**src/sv/vas_pkg.sv**
```systemverilog
// Shared types and constants for the vector angle pipeline.
package vas_pkg;

    localparam int FIELD_BITS = 16;
    localparam int NW         = 34;   // CORDIC datapath width
    localparam int ZW         = 32;   // angle accumulator width, 2^32 per turn
    localparam int NORM_TOP   = 30;   // operands normalized below 2^30
    localparam int GRP        = 8;    // leading-one search group size

    localparam logic MODE_UNSIGNED = 1'b0;
    localparam logic MODE_SIGNED   = 1'b1;

    localparam logic [ZW-1:0] Z_QUARTER       = 32'h4000_0000;
    localparam logic [ZW-1:0] Z_THREE_QUARTER = 32'hC000_0000;
    localparam logic [15:0]   CENT_TURN       = 16'd36000;
    localparam logic [15:0]   CENT_HALF       = 16'd18000;

    localparam logic [ZW-1:0] ATAN_TAB [32] = '{
        32'd536870912, 32'd316933406, 32'd167458907, 32'd85004756,
        32'd42667331,  32'd21354465,  32'd10679838,  32'd5340245,
        32'd2670163,   32'd1335087,   32'd667544,    32'd333772,
        32'd166886,    32'd83443,     32'd41722,     32'd20861,
        32'd10430,     32'd5215,      32'd2608,      32'd1304,
        32'd652,       32'd326,       32'd163,       32'd81,
        32'd41,        32'd20,        32'd10,        32'd5,
        32'd3,         32'd1,         32'd1,         32'd0
    };

    typedef struct packed {
        logic               req_type;
        logic signed [15:0] a_x;
        logic signed [15:0] a_y;
        logic signed [15:0] a_z;
        logic signed [15:0] b_x;
        logic signed [15:0] b_y;
        logic signed [15:0] b_z;
        logic signed [15:0] n_x;
        logic signed [15:0] n_y;
        logic signed [15:0] n_z;
    } req_t;

    typedef struct packed {
        logic [15:0] angle_centideg;
        logic        zero_vector_error;
    } rsp_t;

    // Control that travels with each item down the pipeline.
    typedef struct packed {
        logic valid;
        logic mode;
        logic err;
        logic dneg;
        logic yzero;
    } side_t;

endpackage

```
**src/sv/vas_norm.sv**
```systemverilog
// Joint power-of-two scaling of the CORDIC operands and quadrant pre-rotation.
module vas_norm #(
    parameter int CB = 16
) (
    input  logic                 clk,
    input  logic                 rst_n,
    input  vas_pkg::side_t       side_i,
    input  logic signed [2*CB+1-((2*CB>32)?(2*CB-32):0):0] x_i,
    input  logic signed [2*(2*CB+2-((2*CB>32)?(2*CB-32):0))+1:0] y_i,
    output vas_pkg::side_t       side_o,
    output logic signed [vas_pkg::NW-1:0] x_o,
    output logic signed [vas_pkg::NW-1:0] y_o,
    output logic [vas_pkg::ZW-1:0]        z_o
);
    localparam int S   = (2*CB > 32) ? (2*CB - 32) : 0;
    localparam int CW  = 2*CB + 1 - S;
    localparam int MW  = CW + 1;
    localparam int SW  = 2*MW + 2;
    localparam int NG  = (SW + vas_pkg::GRP - 1) / vas_pkg::GRP;
    localparam int PW  = NG * vas_pkg::GRP;
    localparam int LW  = $clog2(SW + 1);
    localparam int NW  = vas_pkg::NW;
    localparam int ZW  = vas_pkg::ZW;

    // stage N1: widen, flag zero Y, magnitude union
    logic signed [SW-1:0] x1_reg, y1_reg, x1_next;
    logic [PW-1:0]        or1_reg;
    logic [SW-1:0]        mx, my;
    vas_pkg::side_t       side1_reg, side1_next;

    always_comb
    begin
        x1_next = SW'(x_i);
        mx = (x1_next < 0) ? SW'(-x1_next) : SW'(x1_next);
        my = (y_i < 0) ? SW'(-y_i) : SW'(y_i);
        side1_next = side_i;
        side1_next.yzero = (y_i == '0);
    end

    always_ff @(posedge clk)
    begin
        x1_reg  <= x1_next;
        y1_reg  <= y_i;
        or1_reg <= PW'(mx | my);
    end

    // stage N2: leading one within each group
    logic [NG-1:0][3:0]   gl_reg, gl_next;
    logic signed [SW-1:0] x2_reg, y2_reg;
    vas_pkg::side_t       side2_reg;

    always_comb
    begin
        for (int g = 0; g < NG; g++)
        begin
            gl_next[g] = '0;
            for (int b = 0; b < vas_pkg::GRP; b++)
                if (or1_reg[g*vas_pkg::GRP + b])
                    gl_next[g] = 4'(b + 1);
        end
    end

    always_ff @(posedge clk)
    begin
        gl_reg <= gl_next;
        x2_reg <= x1_reg;
        y2_reg <= y1_reg;
    end

    // stage N3: bit length and shift amounts
    logic [LW-1:0]        len;
    logic [LW-1:0]        shr_reg, shl_reg, shr_next, shl_next;
    logic signed [SW-1:0] x3_reg, y3_reg;
    vas_pkg::side_t       side3_reg;

    always_comb
    begin
        len = '0;
        for (int g = 0; g < NG; g++)
            if (gl_reg[g] != '0)
                len = LW'(g * vas_pkg::GRP) + LW'(gl_reg[g]);
        shr_next = (len > LW'(vas_pkg::NORM_TOP)) ? LW'(len - LW'(vas_pkg::NORM_TOP)) : '0;
        shl_next = (len < LW'(vas_pkg::NORM_TOP)) ? LW'(LW'(vas_pkg::NORM_TOP) - len) : '0;
    end

    always_ff @(posedge clk)
    begin
        shr_reg <= shr_next;
        shl_reg <= shl_next;
        x3_reg  <= x2_reg;
        y3_reg  <= y2_reg;
    end

    // stage N4: barrel shift
    logic signed [SW-1:0] xsh, ysh;
    logic signed [NW-1:0] x4_reg, y4_reg;
    vas_pkg::side_t       side4_reg;

    always_comb
    begin
        xsh = (x3_reg >>> shr_reg) <<< shl_reg;
        ysh = (y3_reg >>> shr_reg) <<< shl_reg;
    end

    always_ff @(posedge clk)
    begin
        x4_reg <= $signed(xsh[NW-1:0]);
        y4_reg <= $signed(ysh[NW-1:0]);
    end

    // stage N5: move a left-half vector into the right half plane
    logic signed [NW-1:0] x5_reg, y5_reg, x5_next, y5_next;
    logic [ZW-1:0]        z5_reg, z5_next;
    vas_pkg::side_t       side5_reg;

    always_comb
    begin
        x5_next = x4_reg;
        y5_next = y4_reg;
        z5_next = '0;
        if (x4_reg < 0)
        begin
            if (y4_reg >= 0)
            begin
                x5_next = y4_reg;
                y5_next = -x4_reg;
                z5_next = vas_pkg::Z_QUARTER;
            end
            else
            begin
                x5_next = -y4_reg;
                y5_next = x4_reg;
                z5_next = vas_pkg::Z_THREE_QUARTER;
            end
        end
    end

    always_ff @(posedge clk)
    begin
        x5_reg <= x5_next;
        y5_reg <= y5_next;
        z5_reg <= z5_next;
    end

    always_ff @(posedge clk or negedge rst_n)
    begin
        if (!rst_n)
        begin
            side1_reg <= '0;
            side2_reg <= '0;
            side3_reg <= '0;
            side4_reg <= '0;
            side5_reg <= '0;
        end
        else
        begin
            side1_reg <= side1_next;
            side2_reg <= side1_reg;
            side3_reg <= side2_reg;
            side4_reg <= side3_reg;
            side5_reg <= side4_reg;
        end
    end

    assign side_o = side5_reg;
    assign x_o    = x5_reg;
    assign y_o    = y5_reg;
    assign z_o    = z5_reg;

endmodule

```
**config.mk**
```make
export PLATFORM = sky130hd
export DESIGN_NAME = vas_norm
export DESIGN_NICKNAME = d
export VERILOG_FILES = /design/src/sv/vas_pkg.sv /design/src/sv/vas_norm.sv
export SDC_FILE = /design/constraint.sdc
export NUM_CORES = 1
export LEC_CHECK = 0
export BUFFER_PORTS_ARGS = -buffer_cell sky130_fd_sc_hd__buf_2
export CAP_MARGIN = 20
export CORE_MARGIN = 2
export CORE_UTILIZATION = 40
export CTS_CLUSTER_DIAMETER = 200
export DETAILED_ROUTE_END_ITERATION = 6
export GPL_TIMING_DRIVEN = 1
export RECOVER_POWER = 25
export SETUP_SLACK_MARGIN = 0.15
export SLEW_MARGIN = 25
export SYNTH_ARGS = -nofsm -noshare
export SYNTH_HDL_FRONTEND = slang
export SYNTH_SLANG_ARGS = --single-unit
```
**constraint.sdc**
```tcl
create_clock -name clk -period 3.1 [get_ports clk]
set_clock_uncertainty 0.05 [all_clocks]
set_input_delay 0 -clock clk [delete_from_list [all_inputs] [get_ports clk]]
set_output_delay 0 -clock clk [all_outputs]
set_load 0.05 [all_outputs]
```
==> run summary, run 1 <==
CP Cell Sequence - buf_12 -> buf_12 -> buf_16 -> mux4_2 -> mux2_4 -> mux4_2 -> nand2_2 -> a32oi_4 -> mux2_4 -> mux2i_4 -> nor2_2 -> a21oi_4 -> o22ai_1
TritonCTS clock tree - built
# IOs - 216
Reg-to-reg slack, setup - -0.51 ns
Synth area leader - dfxtp_1
Crit-path leading delay family - multiplexers
Unrepaired setup endpoints after global routing - true
Peak supply drop - 518 µV
Synth top area share - 39.2%
Post-Synthesis Cells - 2926
Fill cells - 6077
Switching Fraction - 34.2%
Hold path startpoint - y_i[37]
Clock power frac - 28.6%
Synth cell count leaders - dfxtp_1 (569), nor2_1 (302), nand2_1 (204), a21oi_1 (171), mux2i_1 (148)
Hold path cells - 3
Post-synthesis adder-cell area fraction - 0.301%
Worst r2r src - shr_reg[1]
P_leak - 17.4 nW
Root Driver - clkbuf_16
Post-Synth XOR/XNOR Area - 4.67%
Worst-path fanout max - 5
H-tree Lvls - 2
Fin crit period - 3.61 ns
Worst Setup Start Kind - register
Gpl congestion - 0.991
Mapped Area - 29100 µm²
Via/cell ratio - 5.70
WS Path Type - reg -> reg
Primary FF master, synth - dfxtp_1
Synth unique cells - 88
Bufs on Longest Clock Path - 3
Overall Power - 25.5 mW
Slew Limit Headroom - 47.2%
First-pass detailed-route iteration total - 6
Pin count of the biggest net entering global routing - 62
Clk slew on worst S/H paths - 0.06 ns
Critical Path End Type - register
Failing checks - setup timing
Initial antenna violation count - 1
Total clock buffers created by CTS - 57
Worst setup margin - -0.506 ns
Crit path DAT - 4.07 ns
Hold slack - 0.0485 ns
Count leader, synth - dfxtp_1
Vias in the first global route - 27500
Overall die width - 274 µm
Total number of vias - 27600
Async SR Flop Fraction - 4.21%
Warnings, synthesis - 0
Starting DRT DRC Count - 1948
Dpl ws - -0.863 ns
Total Routing Usage GR - 30.3%
Power per cell area - 613 nW/µm²
Combinational fraction of design power - 36.3%
Max-slew violation count - 0
Total wire length - 118 mm
Internal power - 16.8 mW
IO Port Bufs - 184
Worst Hold End - or1_reg[37]
Max-Cap Viols - 0
Yosys reg bits - 594
Post-Synth Simple-Gate Area - 13.1%
Post-synth EDFFs - 0
Outcome - complete, but fails checks
DRC viols - 0
Fmax - 277 MHz
Worst EP required - 3.56 ns
CTS sink cnt - 594
Placed cell count - 4442
Layout cell share with drive strength beyond 1 - 37.6%
Worst-Skew Late Latency - 0.66 ns
CP max-delay cell - mux4_2
NetSw - 8.72 mW
Sequential element share of the synthesized area - 41.3%
Post-synthesis compound-gate area fraction - 16.5%
Largest stage delay on the critical path - 0.52 ns
Seq pwr share - 35.1%
Final HPWL DP - 89.5 mm
RR Endpoint - y4_reg[21]
Finished Layout Cells - 4834
Final Hold Fails - 0
First-pass GRT wire length - 172 mm
DP Area - 34600 µm²
Gr ovfl total - 0
Routed len/inst - 24.4 µm
Core area - 71700 µm²
Final period utilization - 116%
Hold Path Class - in -> reg
Chip height - 274 µm
Final setup fails - 63
Path depth of the worst reg2reg path - 13
Routed Antenna Nets - 0
Die footprint - 74900 µm²
Largest family of logic cells by synthesized area - multiplexers
Multiplexer area fraction after synthesis - 19.0%
Fin nets - 3954
Syn avg cell area - 9.94 µm²
Starting Density - 40.5%
Top cells by area, synth - dfxtp_1 (39%), mux4_2 (8.1%), mux2i_1 (5.1%)
Final Cell Area - 41600 µm²
Area Overhead vs Synth - 43.2%
Least-Margin Pin Slew - 0.785 ns
FP Rows - 98
CP bufs+invs - 3
[tightest hold or removal path, stage by stage]
cell and delay, ns:
dlygate4sd3_1 0.52, buf_2 0.12, xnor2_1 0.07
[cells by family (layout without fill, tap and decap cells)]
kind of cell,count (synthesis),count (layout)
multiplexers,365,365
XOR/XNOR,155,155
flip-flops,594,594
adder cells (fa/ha/maj),7,7
AND/OR/NAND/NOR,819,819
other,1,32
buffers and inverters,263,1190
AO/OA/AOI/OAI,722,722
[what timing repair did]
action / CTS / global route
pin swaps: 77 / 95
buffers inserted: 46 / 44
cloned: 6 / 3
hold buffers: 182 / 7
resized for setup: 285 / 239
setup endpoints to repair: 82 / 119
endpoints found under the hold margin: 204 / 42
[worst max-delay path by stage]
stage | endpoint | cells after the start | slack (ns) | start
finish | y4_reg[21] | 13 | -0.51 | shr_reg[1]
global route | y4_reg[26] | 14 | -0.56 | shr_reg[1]
CTS | y4_reg[25] | 10 | -0.45 | shr_reg[1]
detailed placement | y4_reg[21] | 13 | -0.86 | shr_reg[1]
global placement | y4_reg[25] | 13 | -0.84 | shr_reg[1]
floorplan | x4_reg[21] | 14 | -0.1 | shr_reg[1]
[area by class of cell]
class,count,area (µm²),area share [%]
multi-input combinational,2099,17700,42.6
clock buffer,74,1610,3.87
inverter,52,195,0.469
clock inverter,32,402,0.965
tap,950,1190,2.86
sequential,594,12000,28.9
timing repair buffer,1032,8470,20.3
antenna,1,2.50,0.00601
[placed cells by master (no fill, tap or decap), types with 20 or more instances in the layout]
cell	n
nand3_1	49
nor3_1	42
a21oi_1	140
conb_1	31
buf_2	161
clkbuf_16	60
nor2_1	277
mux4_2	124
xor2_1	85
mux2_4	21
buf_12	30
or3_1	28
nand2_1	196
o22ai_1	21
o21ai_0	110
o21ai_1	24
inv_1	44
nor2_2	20
xnor2_1	70
dlygate4sd3_1	182
mux2_2	63
a21oi_2	23
buf_6	56
mux2i_1	118
o31ai_1	43
dfxtp_1	560
nand2b_1	21
clkbuf_1	40
buf_4	555
o211ai_1	27
dfrtp_1	25
[layer usage]
layer | vias to the layer above | share of wire (%) | track usage, %
met4 | 2 | 5.7 | 14.4
met1 | 13600 | 39 | 36.0
met3 | 276 | 4.5 | 3.33
li1 | 12700 | - | -
met5 | - | 0.011 | 0
met2 | 1024 | 50 | 54.5
[power groups by stage]
stage | logic (mW) | clock network [mW] | registers, mW
after global routing | 9.70 | 7.74 | 9.01
after detailed placement | 7.67 | 0 | 9.13
after CTS | 8.64 | 7.40 | 8.94
final | 9.26 | 7.30 | 8.95
after global placement | 7.63 | 0 | 9.11
after floorplan | 3.81 | 0 | 9.61
[per-stage QoR]
stage / setup TNS [ns] / utilization, %
after global placement: -35.55 / 48.2
after detailed placement: -38.83 / 48.2
after CTS: -19.79 / 56.0
after global routing: -25.08 / 58.0
final: -20.37 / 58.0
after floorplan: -0.636 / -
Note: power is estimated with default switching activity, not from simulation.
==> run 2: changes to the inputs <==
- ABC_AREA: unset -> 1
- BUFFER_PORTS_ARGS: -buffer_cell sky130_fd_sc_hd__buf_2 -> unset
- DONT_BUFFER_PORTS: unset -> 1
==> run summary, run 2 <==
Outcome - complete, but fails checks
Failing checks - hold timing
Synth top area share - 40.6% (+1.4 points)
# IOs - 216 (unchanged)
Path depth of the worst reg2reg path - 17 (+4)
Dpl ws - 0.164 ns (+1.03 ns)
Top cells by area, synth - dfxtp_1 (41%), nand3_1 (18%), nand2_1 (12%)
First-pass GRT wire length - 137 mm (-21%)
Most common cell on crit path - nor2_1
First-pass detailed-route iteration total - 6 (unchanged)
RR Endpoint - y4_reg[25]
Crit-path leading delay family - simple AND/OR/NAND/NOR gates
Synth unique cells - 55 (-38%)
Worst Setup Start Kind - primary input
CP bufs+invs - 2 (-1)
Total number of vias - 26800 (-2.6%)
Final TNS setup - 0 ns (+20.37 ns)
Chip height - 269 µm (-1.8%)
Final Hold Fails - 1 (+1)
Via/cell ratio - 5.38 (-5.5%)
Gpl congestion - 0.957 (-3.5%)
Unrepaired setup endpoints after global routing - true
Post-synth EDFFs - 0 (unchanged)
Sequential element share of the synthesized area - 42.8% (+1.5 points)
Fin crit period - 2.83 ns (-0.774 ns)
Hold path startpoint - y_i[56]
Largest stage delay on the critical path - 0.64 ns (+0.12 ns)
Fmax - 353 MHz (+27%)
Syn avg cell area - 7.13 µm² (-28%)
Total wire length - 89.1 mm (-24%)
Primary FF master, synth - dfxtp_1
Layout cell share with drive strength beyond 1 - 7.46% (-30 points)
Pin count of the biggest net entering global routing - 90 (+45%)
IO Port Bufs - 0 (-100%)
Max-Cap Viols - 0 (unchanged)
Initial antenna violation count - 9 (+8)
Crit path DAT - 3.29 ns (-0.78 ns)
Synth cell count leaders - nand3_1 (1022), nand2_1 (873), dfxtp_1 (569), nor2_1 (231), inv_1 (222)
Total Routing Usage GR - 23.9% (-6.4 points)
Max-slew violation count - 0 (unchanged)
Starting Density - 40.2% (-0.34 points)
CP max-delay cell - dlygate4sd3_1
Commonest non-fill, non-tap cell in the layout - nand3_1
Total clock buffers created by CTS - 58 (+1.8%)
Fin nets - 4107 (+3.9%)
Root Driver - clkbuf_16
Worst-Skew Late Latency - 0.65 ns (about the same)
Clk slew on worst S/H paths - 0.07 ns (about the same)
Count leader, synth - nand3_1
Post-Synthesis Cells - 3934 (+34%)
Final HPWL DP - 64.0 mm (-29%)
H-tree Lvls - 2 (unchanged)
Least-Margin Pin Slew - 0.961 ns (+0.176 ns)
Fill cells - 6974 (+15%)
Routed len/inst - 17.9 µm (-27%)
Routed Antenna Nets - 0 (unchanged)
Yosys reg bits - 594 (unchanged)
Warnings, synthesis - 0 (unchanged)
CP Cell Sequence - dlygate4sd3_1 -> dlygate4sd3_1 -> nor2_1 -> nand2_1 -> or2_2 -> nor3_4 -> nor2_1 -> nor2_2 -> o211ai_1 -> o21bai_1 -> nor2_1 -> o21ai_1 -> xor2_1
Hold slack - -0.00144 ns (-0.0499 ns)
Reg-to-reg slack, setup - 0.28 ns (+0.79 ns)
Final setup fails - 0 (-100%)
Power per cell area - 720 nW/µm² (+18%)
Leading cell types in the layout, fill and taps excluded - nand3_1 (1015), nand2_1 (866), dfxtp_1 (561)
Worst-path fanout max - 4 (-1)
P_leak - 14.4 nW (-17%)
Core area - 69800 µm² (-2.7%)
Worst setup margin - 0.268 ns (+0.774 ns)
Critical Path End Type - register
Final period utilization - 91.4% (-25 points)
Mapped Area - 28100 µm² (-3.5%)
Starting DRT DRC Count - 2845 (+46%)
Hold Path Class - in -> reg
Async SR Flop Fraction - 4.21% (unchanged)
Overall die width - 269 µm (-1.8%)
TritonCTS clock tree - built
Bufs on Longest Clock Path - 3 (unchanged)
WS Path Type - in -> reg
Area Overhead vs Synth - 16.3%
Worst Hold End - y1_reg[56]
CTS sink cnt - 594 (unchanged)
Synth area leader - dfxtp_1
Hold path cells - 1 (-2)
Worst EP required - 3.56 ns (about the same)
Die footprint - 72300 µm² (-3.5%)
Gr ovfl total - 0 (unchanged)
Slew Limit Headroom - 35.7% (-11 points)
Peak supply drop - 500 µV (-3.5%)
DRC viols - 0 (unchanged)
CP Depth - 13 (unchanged)
FP Rows - 97 (-1.0%)
Vias in the first global route - 25000 (-8.9%)
Worst r2r src - shr_reg[1]
-- run 2: changes by cell type after synthesis, moves of 35 or more --
cell	before	now
nand3_1	53	1022
nor2_1	302	231
o31ai_1	54	8
mux4_2	105	0
buf_1	7	49
buf_2	19	54
inv_1	46	222
a21oi_1	171	80
mux2i_1	148	0
o21ai_0	145	189
nand2_1	204	873
mux2_2	84	0
-- run 2: layout make-up --
class / instances / area (µm²) / area share [%]
Multi-Input combinational cell: 2889 / 14300 / 43.8
Sequential cell: 594 / 12000 / 36.9
Timing Repair Buffer: 218 / 2200 / 6.73
Clock buffer: 78 / 1680 / 5.14
Tap cell: 940 / 1180 / 3.61
Inverter: 228 / 858 / 2.63
Clock inverter: 30 / 360 / 1.10
Antenna cell: 8 / 20.0 / 0.0614
-- run 2: power breakdown --
group,leakage [nW],internal (mW),switching (mW)
Clock,1.01,4.26,3.07
Sequential,5.10,8.57,1.77
Combinational,8.28,1.97,3.84
-- run 2: logic make-up (layout without fill, tap and decap cells) --
group | count (synthesis) | after routing | share of synthesized area [%]
and+or+nand+nor | 2302 | 2302 | 37.0
DFF | 594 | 594 | 42.8
buffers and inverters | 481 | 554 | 7.27
AOI/OAI and AO/OA | 411 | 411 | 8.26
xor gates and xnor gates | 138 | 138 | 4.31
adders and majority gates | 7 | 7 | 0.312
other | 1 | 39 | 0.0134
-- run 2: repair_timing --
action                                 4_1_cts  5_1_grt
endpoints found under the hold margin      204       25
gates resized for setup                      0       62
setup buffers                                0        9
setup endpoints to repair                    0       72
hold buffers                               135        1
-- run 2: routing by layer --
metal,track usage (%),vias up,wire length (µm)
li1,-,13300,-
met2,39.3,1005,41500
met5,0,-,24
met1,31.1,12400,38200
met3,4.33,193,6230
met4,9.64,4,3100
-- run 2: per-stage QoR --
step | hold WS (ns) | cell area, µm² | utilization [%] | power, mW | cells
global route | 0.0172 | 32600 | 46.7 | 24.7 | 4981
global placement | -0.345 | 28800 | 41.3 | 15.8 | 4720
finish | -0.00144 | 32600 | 46.7 | 23.5 | 4985
floorplan | -0.346 | 28200 | - | 14.3 | 3964
detailed placement | -0.345 | 28800 | 41.3 | 15.8 | 4720
CTS | 0.000350 | 32200 | 46.2 | 23.4 | 4963
-- run 2: worst max path at each step --
stage | slack (ns) | from | end
4_1_cts | 0.17 | shr_reg[1] | x4_reg[28]
3_3_place_gp | 0.22 | shr_reg[1] | x4_reg[28]
3_5_place_dp | 0.16 | shr_reg[1] | x4_reg[28]
5_1_grt | 0.14 | shr_reg[0] | y4_reg[32]
2_1_floorplan | 0.91 | y4_reg[1] | x_o[32]
6_report | 0.27 | y_i[25] | or1_reg[63]
-- run 2: worst reg2reg max path, cell delays in order, from the launching register on --
cell and delay [ns]:
dfxtp_4 0.40, inv_2 0.11, buf_12 0.23, nand3_1 0.18, nand3_1 0.11, nand3_1 0.14, nand2_2 0.14, nand2_1 0.08
nand3_1 0.10, nand3_1 0.08, nand2_1 0.12, nand3_1 0.11, nand3_1 0.17, inv_1 0.09, nand2_1 0.13, nor2_1 0.07
a31oi_2 0.20, o22ai_1 0.14
